===== config.mk =====
export PLATFORM = sky130hd
export DESIGN_NAME = keyword_substitution_cipher_top
export DESIGN_NICKNAME = d
export VERILOG_FILES = /design/src/kwc_pkg.sv /design/src/kwc_front.sv /design/src/kwc_back.sv /design/src/keyword_substitution_cipher_top.sv
export SDC_FILE = /design/constraint.sdc
export NUM_CORES = 1
export LEC_CHECK = 0
export BUFFER_PORTS_ARGS = -buffer_cell sky130_fd_sc_hd__buf_4
export CAP_MARGIN = 10
export CORE_MARGIN = 1
export CORE_UTILIZATION = 40
export CTS_CLUSTER_SIZE = 10
export DETAILED_ROUTE_END_ITERATION = 12
export HOLD_SLACK_MARGIN = 0.08
export PLACE_DENSITY = 0.6
export SLEW_MARGIN = 20
export SYNTH_ARGS = -nofsm -noshare
export SYNTH_HDL_FRONTEND = slang
export SYNTH_HIERARCHICAL = 1
export SYNTH_SLANG_ARGS = --single-unit

===== constraint.sdc =====
create_clock -name i_clk -period 4.8 [get_ports i_clk]
set_clock_uncertainty 0.1 [all_clocks]
set_input_delay 0.24 -clock i_clk [delete_from_list [all_inputs] [get_ports i_clk]]
set_output_delay 0.24 -clock i_clk [all_outputs]
set_load 0.02 [all_outputs]

===== src/kwc_pkg.sv =====
// Shared types and constants of the keyword substitution cipher.
package kwc_pkg;

    localparam int unsigned ALPHA_SIZE = 26;
    localparam int unsigned LETTER_W   = 5;

    // Input command codes
    localparam logic [1:0] CMD_CLEAR = 2'd0;
    localparam logic [1:0] CMD_KEY   = 2'd1;
    localparam logic [1:0] CMD_MSG   = 2'd2;

    // Operation codes carried through the queue
    localparam logic [1:0] OP_CLEAR = 2'd0;
    localparam logic [1:0] OP_KEY   = 2'd1;
    localparam logic [1:0] OP_MSG   = 2'd2;

    localparam logic [7:0] CH_A     = 8'h61;
    localparam logic [7:0] CH_Z     = 8'h7a;
    localparam logic [7:0] CH_SPACE = 8'h20;
    localparam logic [7:0] CH_UNDER = 8'h5f;

    localparam logic [LETTER_W-1:0] LAST_LETTER = LETTER_W'(ALPHA_SIZE - 1);
    localparam logic [LETTER_W-1:0] TABLE_FULL  = LETTER_W'(ALPHA_SIZE);

    typedef struct packed {
        logic [1:0]          op;
        logic                space;   // message byte is a space or underscore
        logic [LETTER_W-1:0] idx;     // letter index, zero for other bytes
    } t_op;

    typedef struct packed {
        logic valid;
        t_op  op;
    } t_head;

endpackage


===== src/kwc_front.sv =====
// Front end: accepts input transactions, classifies them and queues the operations.
module kwc_front
    import kwc_pkg::*;
(
    input  logic       i_clk,
    input  logic       i_rst_n,
    input  logic       i_valid,
    output logic       o_stall,
    input  logic [1:0] i_cmd,
    input  logic [7:0] i_char_in,
    output t_head      o_head,
    input  logic       i_pop
);

    logic       w_lower;
    logic       w_keep;
    t_op        w_op;
    logic       w_push;

    t_op        r_q [2];
    logic       r_wr_ptr, n_wr_ptr;
    logic       r_rd_ptr, n_rd_ptr;
    logic [1:0] r_count, n_count;

    assign w_lower = (i_char_in >= CH_A) && (i_char_in <= CH_Z);

    always_comb begin
        w_op.op    = OP_CLEAR;
        w_op.space = 1'b0;
        w_op.idx   = '0;
        w_keep     = 1'b0;
        unique case (i_cmd)
            CMD_CLEAR: begin
                w_keep = 1'b1;
            end
            CMD_KEY: begin
                // drop keyword bytes that are not lowercase letters
                w_op.op  = OP_KEY;
                w_op.idx = LETTER_W'(i_char_in - CH_A);
                w_keep   = w_lower;
            end
            CMD_MSG: begin
                w_op.op    = OP_MSG;
                w_op.space = (i_char_in == CH_SPACE) || (i_char_in == CH_UNDER);
                w_op.idx   = w_lower ? LETTER_W'(i_char_in - CH_A) : '0;
                w_keep     = 1'b1;
            end
            default: begin
                w_keep = 1'b0;
            end
        endcase
    end

    assign o_stall = (r_count == 2'd2);
    assign w_push  = i_valid && !o_stall && w_keep;

    always_comb begin
        n_wr_ptr = r_wr_ptr ^ w_push;
        n_rd_ptr = r_rd_ptr ^ i_pop;
        n_count  = r_count + {1'b0, w_push} - {1'b0, i_pop};
    end

    always_ff @(posedge i_clk) begin
        if (!i_rst_n) begin
            r_wr_ptr <= 1'b0;
            r_rd_ptr <= 1'b0;
            r_count  <= 2'd0;
        end else begin
            r_wr_ptr <= n_wr_ptr;
            r_rd_ptr <= n_rd_ptr;
            r_count  <= n_count;
        end
    end

    always_ff @(posedge i_clk) begin
        if (w_push) begin
            r_q[r_wr_ptr] <= w_op;
        end
    end

    assign o_head.valid = (r_count != 2'd0);
    assign o_head.op    = r_q[r_rd_ptr];

endmodule


===== src/kwc_back.sv =====
// Back end: key table state, completion walk and encryption output register.
module kwc_back
    import kwc_pkg::*;
(
    input  logic       i_clk,
    input  logic       i_rst_n,
    input  t_head      i_head,
    output logic       o_pop,
    output logic       o_valid,
    input  logic       i_stall,
    output logic [7:0] o_char_out
);

    localparam logic ST_RUN  = 1'b0;
    localparam logic ST_FILL = 1'b1;

    logic                r_state, n_state;
    logic [LETTER_W-1:0] r_fill_k, n_fill_k;
    logic [ALPHA_SIZE-1:0] r_used, n_used;
    logic [LETTER_W-1:0] r_count, n_count;
    logic                r_complete, n_complete;
    logic [LETTER_W-1:0] r_table [ALPHA_SIZE];
    logic                r_out_valid, n_out_valid;
    logic [7:0]          r_out_char;

    logic                w_out_free;
    logic                w_add;
    logic [LETTER_W-1:0] w_letter;
    logic                w_write;
    logic                w_load;
    logic [7:0]          w_char;

    assign w_out_free = !r_out_valid || !i_stall;

    always_comb begin
        n_state    = r_state;
        n_fill_k   = r_fill_k;
        n_complete = r_complete;
        o_pop      = 1'b0;
        w_add      = 1'b0;
        w_letter   = i_head.op.idx;
        w_load     = 1'b0;
        unique case (r_state)
            ST_RUN: begin
                if (i_head.valid) begin
                    case (i_head.op.op)
                        OP_CLEAR: begin
                            o_pop      = 1'b1;
                            n_complete = 1'b0;
                        end
                        OP_KEY: begin
                            o_pop = 1'b1;
                            w_add = 1'b1;
                        end
                        default: begin
                            if (!r_complete) begin
                                // hold the message, append unused letters first
                                n_state  = ST_FILL;
                                n_fill_k = '0;
                            end else if (w_out_free) begin
                                o_pop  = 1'b1;
                                w_load = 1'b1;
                            end
                        end
                    endcase
                end
            end
            ST_FILL: begin
                w_add    = 1'b1;
                w_letter = r_fill_k;
                n_fill_k = r_fill_k + 1'b1;
                if (r_fill_k == LAST_LETTER) begin
                    n_state    = ST_RUN;
                    n_complete = 1'b1;
                end
            end
            default: begin
                n_state = ST_RUN;
            end
        endcase
    end

    assign w_write = w_add && !r_used[w_letter] && (r_count < TABLE_FULL);

    always_comb begin
        n_used  = r_used;
        n_count = r_count;
        if (o_pop && i_head.op.op == OP_CLEAR) begin
            n_used  = '0;
            n_count = '0;
        end else if (w_add) begin
            n_used[w_letter] = 1'b1;
            if (w_write) begin
                n_count = r_count + 1'b1;
            end
        end
    end

    assign w_char = i_head.op.space ? CH_SPACE
                                    : CH_A + {3'b000, r_table[i_head.op.idx]};

    always_comb begin
        n_out_valid = r_out_valid;
        if (w_load) begin
            n_out_valid = 1'b1;
        end else if (!i_stall) begin
            n_out_valid = 1'b0;
        end
    end

    always_ff @(posedge i_clk) begin
        if (!i_rst_n) begin
            r_state     <= ST_RUN;
            r_fill_k    <= '0;
            r_used      <= '0;
            r_count     <= '0;
            r_complete  <= 1'b0;
            r_out_valid <= 1'b0;
        end else begin
            r_state     <= n_state;
            r_fill_k    <= n_fill_k;
            r_used      <= n_used;
            r_count     <= n_count;
            r_complete  <= n_complete;
            r_out_valid <= n_out_valid;
        end
    end

    always_ff @(posedge i_clk) begin
        if (w_write) begin
            r_table[r_count] <= w_letter;
        end
        if (w_load) begin
            r_out_char <= w_char;
        end
    end

    assign o_valid    = r_out_valid;
    assign o_char_out = r_out_char;

endmodule


===== src/keyword_substitution_cipher_top.sv =====
// Top level of the keyword substitution cipher: front end, queue and back end.
//
//  Channel   Handshake            Payload
//  input     i_valid / o_stall    i_cmd[1:0], i_char_in[7:0]
//  output    o_valid / i_stall    o_char_out[7:0]
//
// The back end pops clear and keyword transactions once they head the queue.
// A message waits for a free output register; the first one after reset or a
// clear waits in ST_FILL first, which walks the alphabet to complete the table.
// Reset clears the key; the table contents are written before they are read.
// A two-entry queue lets the front keep accepting while the output is stalled.
module keyword_substitution_cipher_top
    import kwc_pkg::*;
(
    input  logic       i_clk,
    input  logic       i_rst_n,
    input  logic       i_valid,
    output logic       o_stall,
    input  logic [1:0] i_cmd,
    input  logic [7:0] i_char_in,
    output logic       o_valid,
    input  logic       i_stall,
    output logic [7:0] o_char_out
);

    t_head w_head;
    logic  w_pop;

    kwc_front u_front (
        .i_clk     (i_clk),
        .i_rst_n   (i_rst_n),
        .i_valid   (i_valid),
        .o_stall   (o_stall),
        .i_cmd     (i_cmd),
        .i_char_in (i_char_in),
        .o_head    (w_head),
        .i_pop     (w_pop)
    );

    kwc_back u_back (
        .i_clk      (i_clk),
        .i_rst_n    (i_rst_n),
        .i_head     (w_head),
        .o_pop      (w_pop),
        .o_valid    (o_valid),
        .i_stall    (i_stall),
        .o_char_out (o_char_out)
    );

    a_pop_needs_head: assert property (@(posedge i_clk) disable iff (!i_rst_n)
        w_pop |-> w_head.valid)
        else $error("pop from empty queue");

    a_out_range: assert property (@(posedge i_clk) disable iff (!i_rst_n)
        o_valid |-> (o_char_out == CH_SPACE) ||
                    ((o_char_out >= CH_A) && (o_char_out <= CH_Z)))
        else $error("output byte outside space and lowercase letters");

    a_out_from_msg: assert property (@(posedge i_clk) disable iff (!i_rst_n)
        $rose(o_valid) |-> $past(w_pop && (w_head.op.op == OP_MSG)))
        else $error("result without a message transaction");

endmodule


==> results.yml, run 1 <==
run_status:
  status: "completed"
clock_tree:
  cts_buffers: 17
  clk_pin_slew_ns: 0.07
  htree_levels: 4
  post_cts_resized: 0
  worstSkewPairLatency_ns: 0.43
  clockRootBuffer: "clkbuf_16"
  cts_num_sinks: 198
  cts_tree: "done"
  clock_path_buffers: 2
drt:
  wire_per_inst_um: 20.64
  antenna_left: 0
  firstDrtPassIters: 5
  drcViolationCount: 0
  drt_iter0_drc: 629
  viasPerCell: 5.599
  drt-met1-wl_mm: 8.853
  wl_met3_mm: 1.068
  highest_layer: "met4"
  vias: 5285
  met2_length_mm: 9.367
  drt_wl_total_mm: 19.49
timing:
  timing.fmax_mhz: 247.5
  fin_setup_tns_ns: 0
  hold_violations: 0
  rsz0062_at_grt: "no"
  worstMarginPinSlew_ns: 0.9649
  drv_slew: 0
  slew_headroom_pct: 35.18
  setup_viol: 0
  period_share_pct: 84.16
  finalCriticalPeriod_ns: 4.040
job:
  drv_cap: 0
die:
  fp.dieH_um: 150.1
  core.rowCount: 53
  initial_core_util_pct: 41.23
  ios: 24
  die_w_um: 150.1
  coreArea_mm2: 0.02129
  dieArea_mm2: 0.02254
global_route:
  first_global_vias: 5341
  gr-total-overflow: 0
  antenna_found_initial: 0
  grt_max_degree: 30
  grt_first_pass_wirelength_mm: 30.42
  grt_use_total_pct: 18.39
synthesis:
  yosysWarnings: 6
  syn-num-nets: 665
  synth-seq-area-share_pct: 62.72
  syn_area_mm2: 0.008777
  yosys_most_used_dff: "edfxtp_1"
  synth_cell_types: 65
  ys_ff_latch: 198
  async_flop_share_pct: 0
  postSynthCellCount: 631
  synth_edf_count: 154
  syn_area_per_cell_um2: 13.91
pwr:
  leakage_nw: 3.509
  power_mw: 4.878
  power_density_mw_per_mm2: 492.0
  ir_drop_mv: 0.2265
placed_design:
  dp.cells: 907
  port-buffer-count: 23
  dpl.hpwl_mm: 12.98
  gp_congestion: 0.8755
layout:
  areaGrowthSynthToFinish_pct: 12.97
  seqCellArea_mm2: 0.005505
  layout-drive-gt1-share_pct: 18.24
  nFillCells: 1848
  nets: 690
  final_cells: 944
  final_common_cell: "edfxtp_1"
  multi_input_area_mm2: 0.003089
  diodes: 0
  final_cell_mix: "154 x edfxtp_1, 44 x nor2_1, 44 x dfxtp_1, 34 x nand2_1, 34 x a21oi_1"
setup_path:
  cp.arrival_ns: 4.05
  start_kind: "flop"
  worstSetupPathType: "reg2reg"
  crit_fanout: 23
  critPathRequiredTime_ns: 4.81
  cp-end-kind: "flop"
min_path:
  hp-class: "in2reg"
-- repair_timing --
item | 4_1_cts | 5_1_grt
setup endpoints to repair | 0 | 0
buffers inserted | 0 | 0
endpoints found under the hold margin | 17 | 0
hold buffers | 4 | 0
-- stage by stage --
step	hold slack [ns]	setup slack, ns	utilization [%]	area (µm²)
final	0.1764	0.7602	46.58	9916
after global routing	0.1940	0.5115	46.58	9916
after CTS	0.1698	0.7513	46.53	9905
after detailed placement	0.3579	0.8028	43.40	9239
after global placement	0.3458	0.9645	43.40	9239
after floorplan	0.2617	1.424	-	8777
-- report_power, final --
group / total (mW) / switching, mW / internal [mW]
clock: 1.49 / 0.639 / 0.853
combinational: 1.27 / 0.825 / 0.447
sequential: 2.12 / 0.0547 / 2.06
total: 4.88 / 1.52 / 3.36
-- state kept, by name (all words and copies together) (netlist names), named ones only --
signal,cells
u_back/r_count,5
u_front/r_wr_ptr,1
u_back/r_table,130
u_back/r_used,26
u_back/r_fill_k,5
u_back/o_valid,1
u_front/r_rd_ptr,1
u_back/r_state,1
u_front/r_count,2
u_front/r_q,16
u_back/o_char_out,8
u_back/r_complete,1
-- cell type report --
class                   count  share of cell area, %
clock buffers              19                  4.467
clock inverters            13                  1.842
flip-flops and latches    198                  55.52
multi-input cells         385                  31.15
inverters                  18                 0.6814
repair buffers             36                  2.864
well taps                 275                  3.470
-- worst max-delay path, stage by stage (launching register included) --
cell and delay [ns]:
dfxtp_1 0.53, mux2_2 0.51, mux2i_1 0.29, inv_1 0.46, a21oi_1 0.20, o41a_1 0.19
or4_4 0.58, nor3_2 0.16, buf_4 0.31, and3_1 0.36
-- layer usage --
| layer | up-vias | global-route usage [%] |
|---|---|---|
| li1 | 2457 | - |
| met1 | 2641 | 25.60 |
| met2 | 169 | 29.70 |
| met3 | 18 | 3.273 |
| met4 | 0 | 4.848 |
| met5 | - | 0 |
-- synth_stat cells (11+ instances only) --
master / count / share of area (%)
edfxtp_1: 154 / 53
inv_1: 18 / 0.77
a21oi_1: 34 / 1.9
mux2_2: 15 / 1.9
mux4_2: 27 / 6.9
nor3_1: 15 / 0.86
nand2_1: 34 / 1.5
dfxtp_1: 44 / 10
nor3b_1: 11 / 0.94
and3_1: 31 / 2.2
mux2i_1: 26 / 3.0
clkbuf_1: 15 / 0.64
nand3_1: 11 / 0.63
nor2_1: 44 / 1.9
ha_1: 20 / 2.9
-- path summary, 6_finish.rpt --
| kind | start | endpoint | slack, ns | depth (start not counted) |
|---|---|---|---|---|
| setup / recovery | flop | u_back/r_table[11][4]$_DFFE_PP_ | 0.76 | 9 |
| hold reg to reg | u_back/r_used[12]$_SDFFE_PP0P_ | u_back/r_used[12]$_SDFFE_PP0P_ | 0.37 | 2 |
| hold / removal | i_char_in[3] | u_front/r_q[0][3]$_DFFE_PP_ | 0.18 | 3 |
| setup reg to reg | flop | u_back/r_table[11][4]$_DFFE_PP_ | 0.76 | 9 |
-- cells by family (layout without fill, tap and decap cells) --
logic type | Yosys count | count (layout) | synth area share (%)
DFF | 198 | 198 | 62.72
and+or+nand+nor | 208 | 208 | 13.37
AOI/OAI and AO/OA | 82 | 82 | 6.301
adders and majority gates | 20 | 20 | 2.851
xor gates and xnor gates | 7 | 7 | 0.6985
buffers and inverters | 48 | 86 | 2.238
muxes | 68 | 68 | 11.82
(Power assumes the default switching activity.)
==> run 2: changes to the inputs <==
--- a/config.mk
+++ b/config.mk
@@ -5,6 +5,7 @@
 export SDC_FILE = /design/constraint.sdc
 export NUM_CORES = 1
 export LEC_CHECK = 0
+export ABC_AREA = 1
 export BUFFER_PORTS_ARGS = -buffer_cell sky130_fd_sc_hd__buf_4
 export CAP_MARGIN = 10
 export CORE_MARGIN = 1
==> constraint.sdc (replaced) <==
create_clock -name i_clk -period 3.87 [get_ports i_clk]
set_clock_uncertainty 0.1 [all_clocks]
set_input_delay 0.1935 -clock i_clk [delete_from_list [all_inputs] [get_ports i_clk]]
set_output_delay 0.1935 -clock i_clk [all_outputs]
set_load 0.02 [all_outputs]
==> run 2 against run 1 <==
Die area up 1.7%. Area after synthesis up 1.8%. Flip-flop and latch count unchanged. Largest cell class unchanged. Largest power group unchanged.
==> results.yml, run 2 <==
run_status:
  status: "completed"
synthesis:
  syn_area_mm2: 0.008932
  async_flop_share_pct: 0
  synth_top_area_share_pct: 51.77
  postSynthCellCount: 932
  ys_ff_latch: 198
  synth_cell_types: 37
  synth_most_common_cell: "nand2_1"
  yosysWarnings: 6
  synth_top_area_cell: "edfxtp_1"
  syn_area_per_cell_um2: 9.584
  syn-num-nets: 966
  yosys_most_used_dff: "edfxtp_1"
  synth-seq-area-share_pct: 61.63
  synth_edf_count: 154
  ys_top_cells_by_area: "edfxtp_1 52%, nand2_1 10%, dfxtp_1 9.9%"
  synth_common_cells: "241 x nand2_1, 154 x edfxtp_1, 101 x nand3_1, 101 x nor2_1, 87 x inv_1"
min_path:
  hold_depth: 4
  hp-class: "in2reg"
placed_design:
  port-buffer-count: 23
  dpl.hpwl_mm: 12.92
  dpl_worst_slack_ns: 0.4005
  dp.cells: 1213
  gp_congestion: 0.8035
global_route:
  antenna_found_initial: 0
  grt_first_pass_wirelength_mm: 32.83
  first_global_vias: 6129
  grt_max_degree: 70
  grt_use_total_pct: 19.10
  gr-total-overflow: 0
job:
  drv_cap: 0
clock_tree:
  cts_num_sinks: 198
  clockRootBuffer: "clkbuf_16"
  htree_levels: 4
  postCtsSetupRepairBufs: 0
  clk_pin_slew_ns: 0.07
  clock_path_buffers: 2
  worstSkewPairLatency_ns: 0.43
  cts_buffers: 17
  cts_tree: "done"
timing:
  slew_headroom_pct: 38.51
  setup_viol: 0
  finalCriticalPeriod_ns: 3.504
  hold_violations: 0
  drv_slew: 0
  rsz0062_at_grt: "no"
  worstMarginPinSlew_ns: 0.9213
  fin_setup_tns_ns: 0
  fin_ws_ns: 0.3656
  timing.fmax_mhz: 285.4
  hold_ws_ns: 0.1062
  period_share_pct: 90.55
die:
  ios: 24
  coreArea_mm2: 0.02189
  initial_core_util_pct: 40.80
  dieArea_mm2: 0.02293
  fp.dieH_um: 151.4
  die_w_um: 151.4
  core.rowCount: 54
layout:
  final_cells: 1247
  final_common_cell: "nand2_1"
  nFillCells: 2079
  layout-drive-gt1-share_pct: 10.86
  nets: 988
  reg_top3: "u_back/r_table: 130 flops, u_back/r_used: 26 flops, u_front/r_q: 16 flops"
  largest_reg_flops: 130
  areaGrowthSynthToFinish_pct: 12.68
  final_cell_mix: "241 x nand2_1, 154 x edfxtp_1, 101 x nor2_1, 101 x nand3_1, 87 x inv_1"
  regMostFlops: "u_back/r_table"
  diodes: 0
setup_path:
  worstSetupPathType: "reg2reg"
  reg2regPathDepth: 11
  cp.arrival_ns: 3.49
  rrSetupSlack_ns: 0.37
  crit_fanout: 17
  cp-end-kind: "flop"
  start_kind: "flop"
  critPathRequiredTime_ns: 3.86
drt:
  drcViolationCount: 0
  drt_wl_total_mm: 20.07
  antenna_left: 0
  vias: 6339
  drt_iter0_drc: 540
  firstDrtPassIters: 5
  wire_per_inst_um: 16.09
  viasPerCell: 5.083
pwr:
  leakage_nw: 3.901
  ir_drop_mv: 0.3322
  power_mw: 6.446
  power_density_mw_per_mm2: 640.5
run 2: cell count changes after synthesis, sizes merged, moves of 26 or more:
cell and change:
and3 -31, inv +77, mux2i -26, mux4 -27, nand2 +213, nand3 +93
nor2 +59
run 2: area by class of cell:
cell class	instances	area (µm²)	share of cell area (%)
Sequential cell	198	5505	54.70
Clock buffer	24	568.0	5.644
Timing Repair Buffer	38	302.8	3.008
Multi-Input combinational cell	604	2917	28.98
Clock inverter	8	65.06	0.6464
Inverter	95	356.6	3.543
Tap cell	280	350.3	3.481
run 2: critical path, cell delays in order, from the launching register on:
cell and delay (ns):
dfxtp_1 0.52, mux2_2 0.49, inv_2 0.27, o21ai_2 0.35, nor3_1 0.15, a21oi_1 0.18, nand2_1 0.11, nor2_4 0.16
nand2_2 0.09, inv_2 0.13, nand2_2 0.19, nor2_1 0.40
run 2: routing by layer:
metal | up-vias | global-route usage [%] | share of wire [%] | wire length, µm
met5 | - | 0 | 0 | 0
met4 | 0 | 6.600 | 1.7 | 333
met3 | 24 | 3.283 | 4.3 | 865
met2 | 142 | 30.02 | 46 | 9323
met1 | 3027 | 26.50 | 48 | 9545
li1 | 3146 | - | - | -
run 2: worst paths after layout:
check / to / startpoint
max: u_back/r_table[16][1]$_DFFE_PP_ / flop
min: u_front/r_q[0][5]$_DFFE_PP_ / i_char_in[7]
max reg2reg: u_back/r_table[16][1]$_DFFE_PP_ / flop
min reg2reg: u_back/r_used[7]$_SDFFE_PP0P_ / u_back/r_used[7]$_SDFFE_PP0P_
run 2: per-stage QoR:
step	instance area [µm²]	utilization, %
4_1_cts	10060	45.98
6_report	10060	45.98
3_3_place_gp	9412	42.99
2_1_floorplan	8932	-
5_1_grt	10060	45.98
3_5_place_dp	9412	42.99
run 2: report_power, final:
group,switching (mW),internal [mW],total (mW)
sequential,0.0789,2.60,2.68
clock,0.760,1.07,1.83
combinational,1.41,0.526,1.94
total,2.25,4.20,6.45
run 2: kinds of logic (layout without fill, tap and decap cells):
kind of cell	Yosys count	in the layout	share of synthesized area [%]
AO/OA/AOI/OAI	99	99	6.037
adder cells (fa/ha/maj)	20	20	2.802
buffers and inverters	130	165	5.799
AND/OR/NAND/NOR	472	472	22.23
flip-flops	198	198	61.63
XOR/XNOR	5	5	0.4904
multiplexers	8	8	1.009
run 2: repair_timing:
item,4_1_cts,5_1_grt
endpoints found under the hold margin,12,0
gates resized for setup,0,0
hold buffers,2,0
==> run 3: changes to the inputs <==
--- a/config.mk
+++ b/config.mk
@@ -13,7 +13,7 @@
 export CTS_CLUSTER_SIZE = 10
 export DETAILED_ROUTE_END_ITERATION = 12
 export HOLD_SLACK_MARGIN = 0.08
-export PLACE_DENSITY = 0.6
+export PLACE_DENSITY = 0.58
 export SLEW_MARGIN = 20
 export SYNTH_ARGS = -nofsm -noshare
 export SYNTH_HDL_FRONTEND = slang
==> run 3 against run 2 <==
First-iteration DRC count fell by 46%. Worst hold slack got worse by 0.0016 ns. Worst setup slack improved by 0.20 ns. Count of clock-buffer cells in the layout fell by 5. Design area fell by 0.52%. Critical endpoint is now u_back/o_char_out[4]$_SDFFCE_PP0P_. Largest cell class unchanged.
==> results.yml, run 3 (synthesized netlist as in run 2, its figures left out) <==
setup_path:
  cp-end-kind: "flop"
  crit_fanout: 54
  start_kind: "flop"
  path_cells: "mux2_2, inv_2, buf_4, nand2_1, nand3_1, nand3_1, nand2_1, nand2_1, nand3_1, nand2_1, inv_1, ha_1, nand3_1, nor2_1, nand2_1, nand2_1, nor2_1"
  cpLargestDelayFamily: "simple AND/OR/NAND/NOR gates"
  cp_slowest_stage_delay_ns: 0.54
  critPathRequiredTime_ns: 3.96
  worstSetupPathType: "reg2reg"
  cp_slowest_cell: "dfxtp_1"
  path_common_cell: "nand2_1"
  cp.arrival_ns: 3.39
  critical_path_buf_inv_count: 3
drt:
  drcViolationCount: 0
  vias: 6133
  wire_per_inst_um: 15.10
  firstDrtPassIters: 5
  viasPerCell: 4.899
  antenna_left: 0
  drt_wl_total_mm: 18.91
  drt_iter0_drc: 293
global_route:
  first_global_vias: 5903
  use_met2_pct: 29.59
  grt_first_pass_wirelength_mm: 30.44
  met1_usage_pct: 23.61
  grt_use_met3_pct: 3.042
  grt_use_total_pct: 17.84
  grt_busiest_layer: "met2"
  grt_max_degree: 55
  antenna_found_initial: 0
  gr-total-overflow: 0
layout:
  nets: 993
  largest_reg_flops: 130
  diodes: 0
  reg_top3: "u_back/r_table: 130 flops, u_back/r_used: 26 flops, u_front/r_q: 16 flops"
  final_common_cell: "nand2_1"
  final_cell_mix: "241 x nand2_1, 154 x edfxtp_1, 101 x nor2_1, 101 x nand3_1, 87 x inv_1"
  layout-drive-gt1-share_pct: 11.01
  areaGrowthSynthToFinish_pct: 12.09
  nFillCells: 2137
  final_util_pct: 45.74
  regMostFlops: "u_back/r_table"
timing:
  period_share_pct: 85.42
  finalCriticalPeriod_ns: 3.306
  hold_violations: 0
  fin_setup_tns_ns: 0
  drv_slew: 0
  setup_viol: 0
  worstMarginPinSlew_ns: 0.9336
  timing.fmax_mhz: 302.5
  rsz0062_at_grt: "no"
  fin_ws_ns: 0.5643
  slew_headroom_pct: 37.69
run_status:
  status: "completed"
die:
  fp.dieH_um: 151.4
  core.rowCount: 54
  dieArea_mm2: 0.02293
  ios: 24
  coreArea_mm2: 0.02189
  initial_core_util_pct: 40.80
  die_w_um: 151.4
clock_tree:
  worstSkewPairLatency_ns: 0.43
  clock_path_buffers: 2
  clk_pin_slew_ns: 0.07
  clockRootBuffer: "clkbuf_16"
  cts_num_sinks: 198
  htree_levels: 4
  cts_tree: "done"
  cts_buffers: 17
  postCtsSetupRepairBufs: 0
  hold_buffers: 2
  post_cts_resized: 0
placed_design:
  dpl_worst_slack_ns: 0.5433
  dpl.hpwl_mm: 12.64
  port-buffer-count: 23
  gp_congestion: 0.8263
min_path:
  hp-class: "in2reg"
pwr:
  power_density_mw_per_mm2: 624.1
  ir_drop_mv: 0.3220
  leakage_nw: 3.864
job:
  drv_cap: 0
-- run 3: cell count changes in the layout (fill, tap and decap cells not counted), sizes merged --
cell	previous run	this run
inv	99	100
clkinv	3	5
clkinvlp	0	2
buf	36	41
clkbuf	24	19
-- run 3: worst min-delay path: cells and delay by family --
| kind | cells | cell delay (ns) |
|---|---|---|
| simple gates | 2 | 0.10 |
| compound gates | 1 | 0.08 |
| buf+inv | 1 | 0.09 |
-- run 3: layout make-up --
class                           count  area (µm²)  share of cell area [%]
Clock inverter                     13       122.6                   1.225
Sequential cell                   198        5505                   54.99
Tap cell                          280       350.3                   3.499
Multi-Input combinational cell    604        2917                   29.13
Clock buffer                       19       432.9                   4.324
Timing Repair Buffer               43       327.8                   3.274
Inverter                           95       356.6                   3.562
-- run 3: worst paths after layout --
kind                                       from                                  to  slack, ns  cells past startpoint
setup / recovery                           flop  u_back/o_char_out[4]$_SDFFCE_PP0P_       0.56                     17
hold reg to reg   u_back/r_used[3]$_SDFFE_PP0P_       u_back/r_used[3]$_SDFFE_PP0P_       0.36                      2
setup reg to reg                           flop  u_back/o_char_out[4]$_SDFFCE_PP0P_       0.56                     17
hold / removal                     i_char_in[5]         u_front/r_q[1][5]$_DFFE_PP_       0.10                      4
-- run 3: power breakdown --
group / total [mW] / internal [mW] / leakage [nW] / switching (mW)
registers: 2.68 / 2.60 / 1.75 / 0.0769
clock network: 1.66 / 0.896 / 0.264 / 0.766
logic: 1.91 / 0.541 / 1.85 / 1.37
total: 6.25 / 4.04 / 3.86 / 2.21
-- run 3: through the flow --
step                instance area (µm²)  total power [mW]  instances  hold WS, ns
floorplan                          8932             4.028        932       0.1870
global placement                   9437             4.649       1218       0.3391
detailed placement                 9437             4.650       1218       0.3431
CTS                               10010             6.312       1252      0.09546
global route                      10010             6.608       1252       0.1052
finish                            10010             6.249       1252       0.1046
-- run 3: layer usage --
metal  vias to the layer above  part of all wire [%]  wire [µm]
met1                      2858                    47       8944
li1                       3151                     -          -
met4                         0                   1.3        240
met2                       105                    48       9032
met5                         -                     0          0
met3                        19                   3.6        690
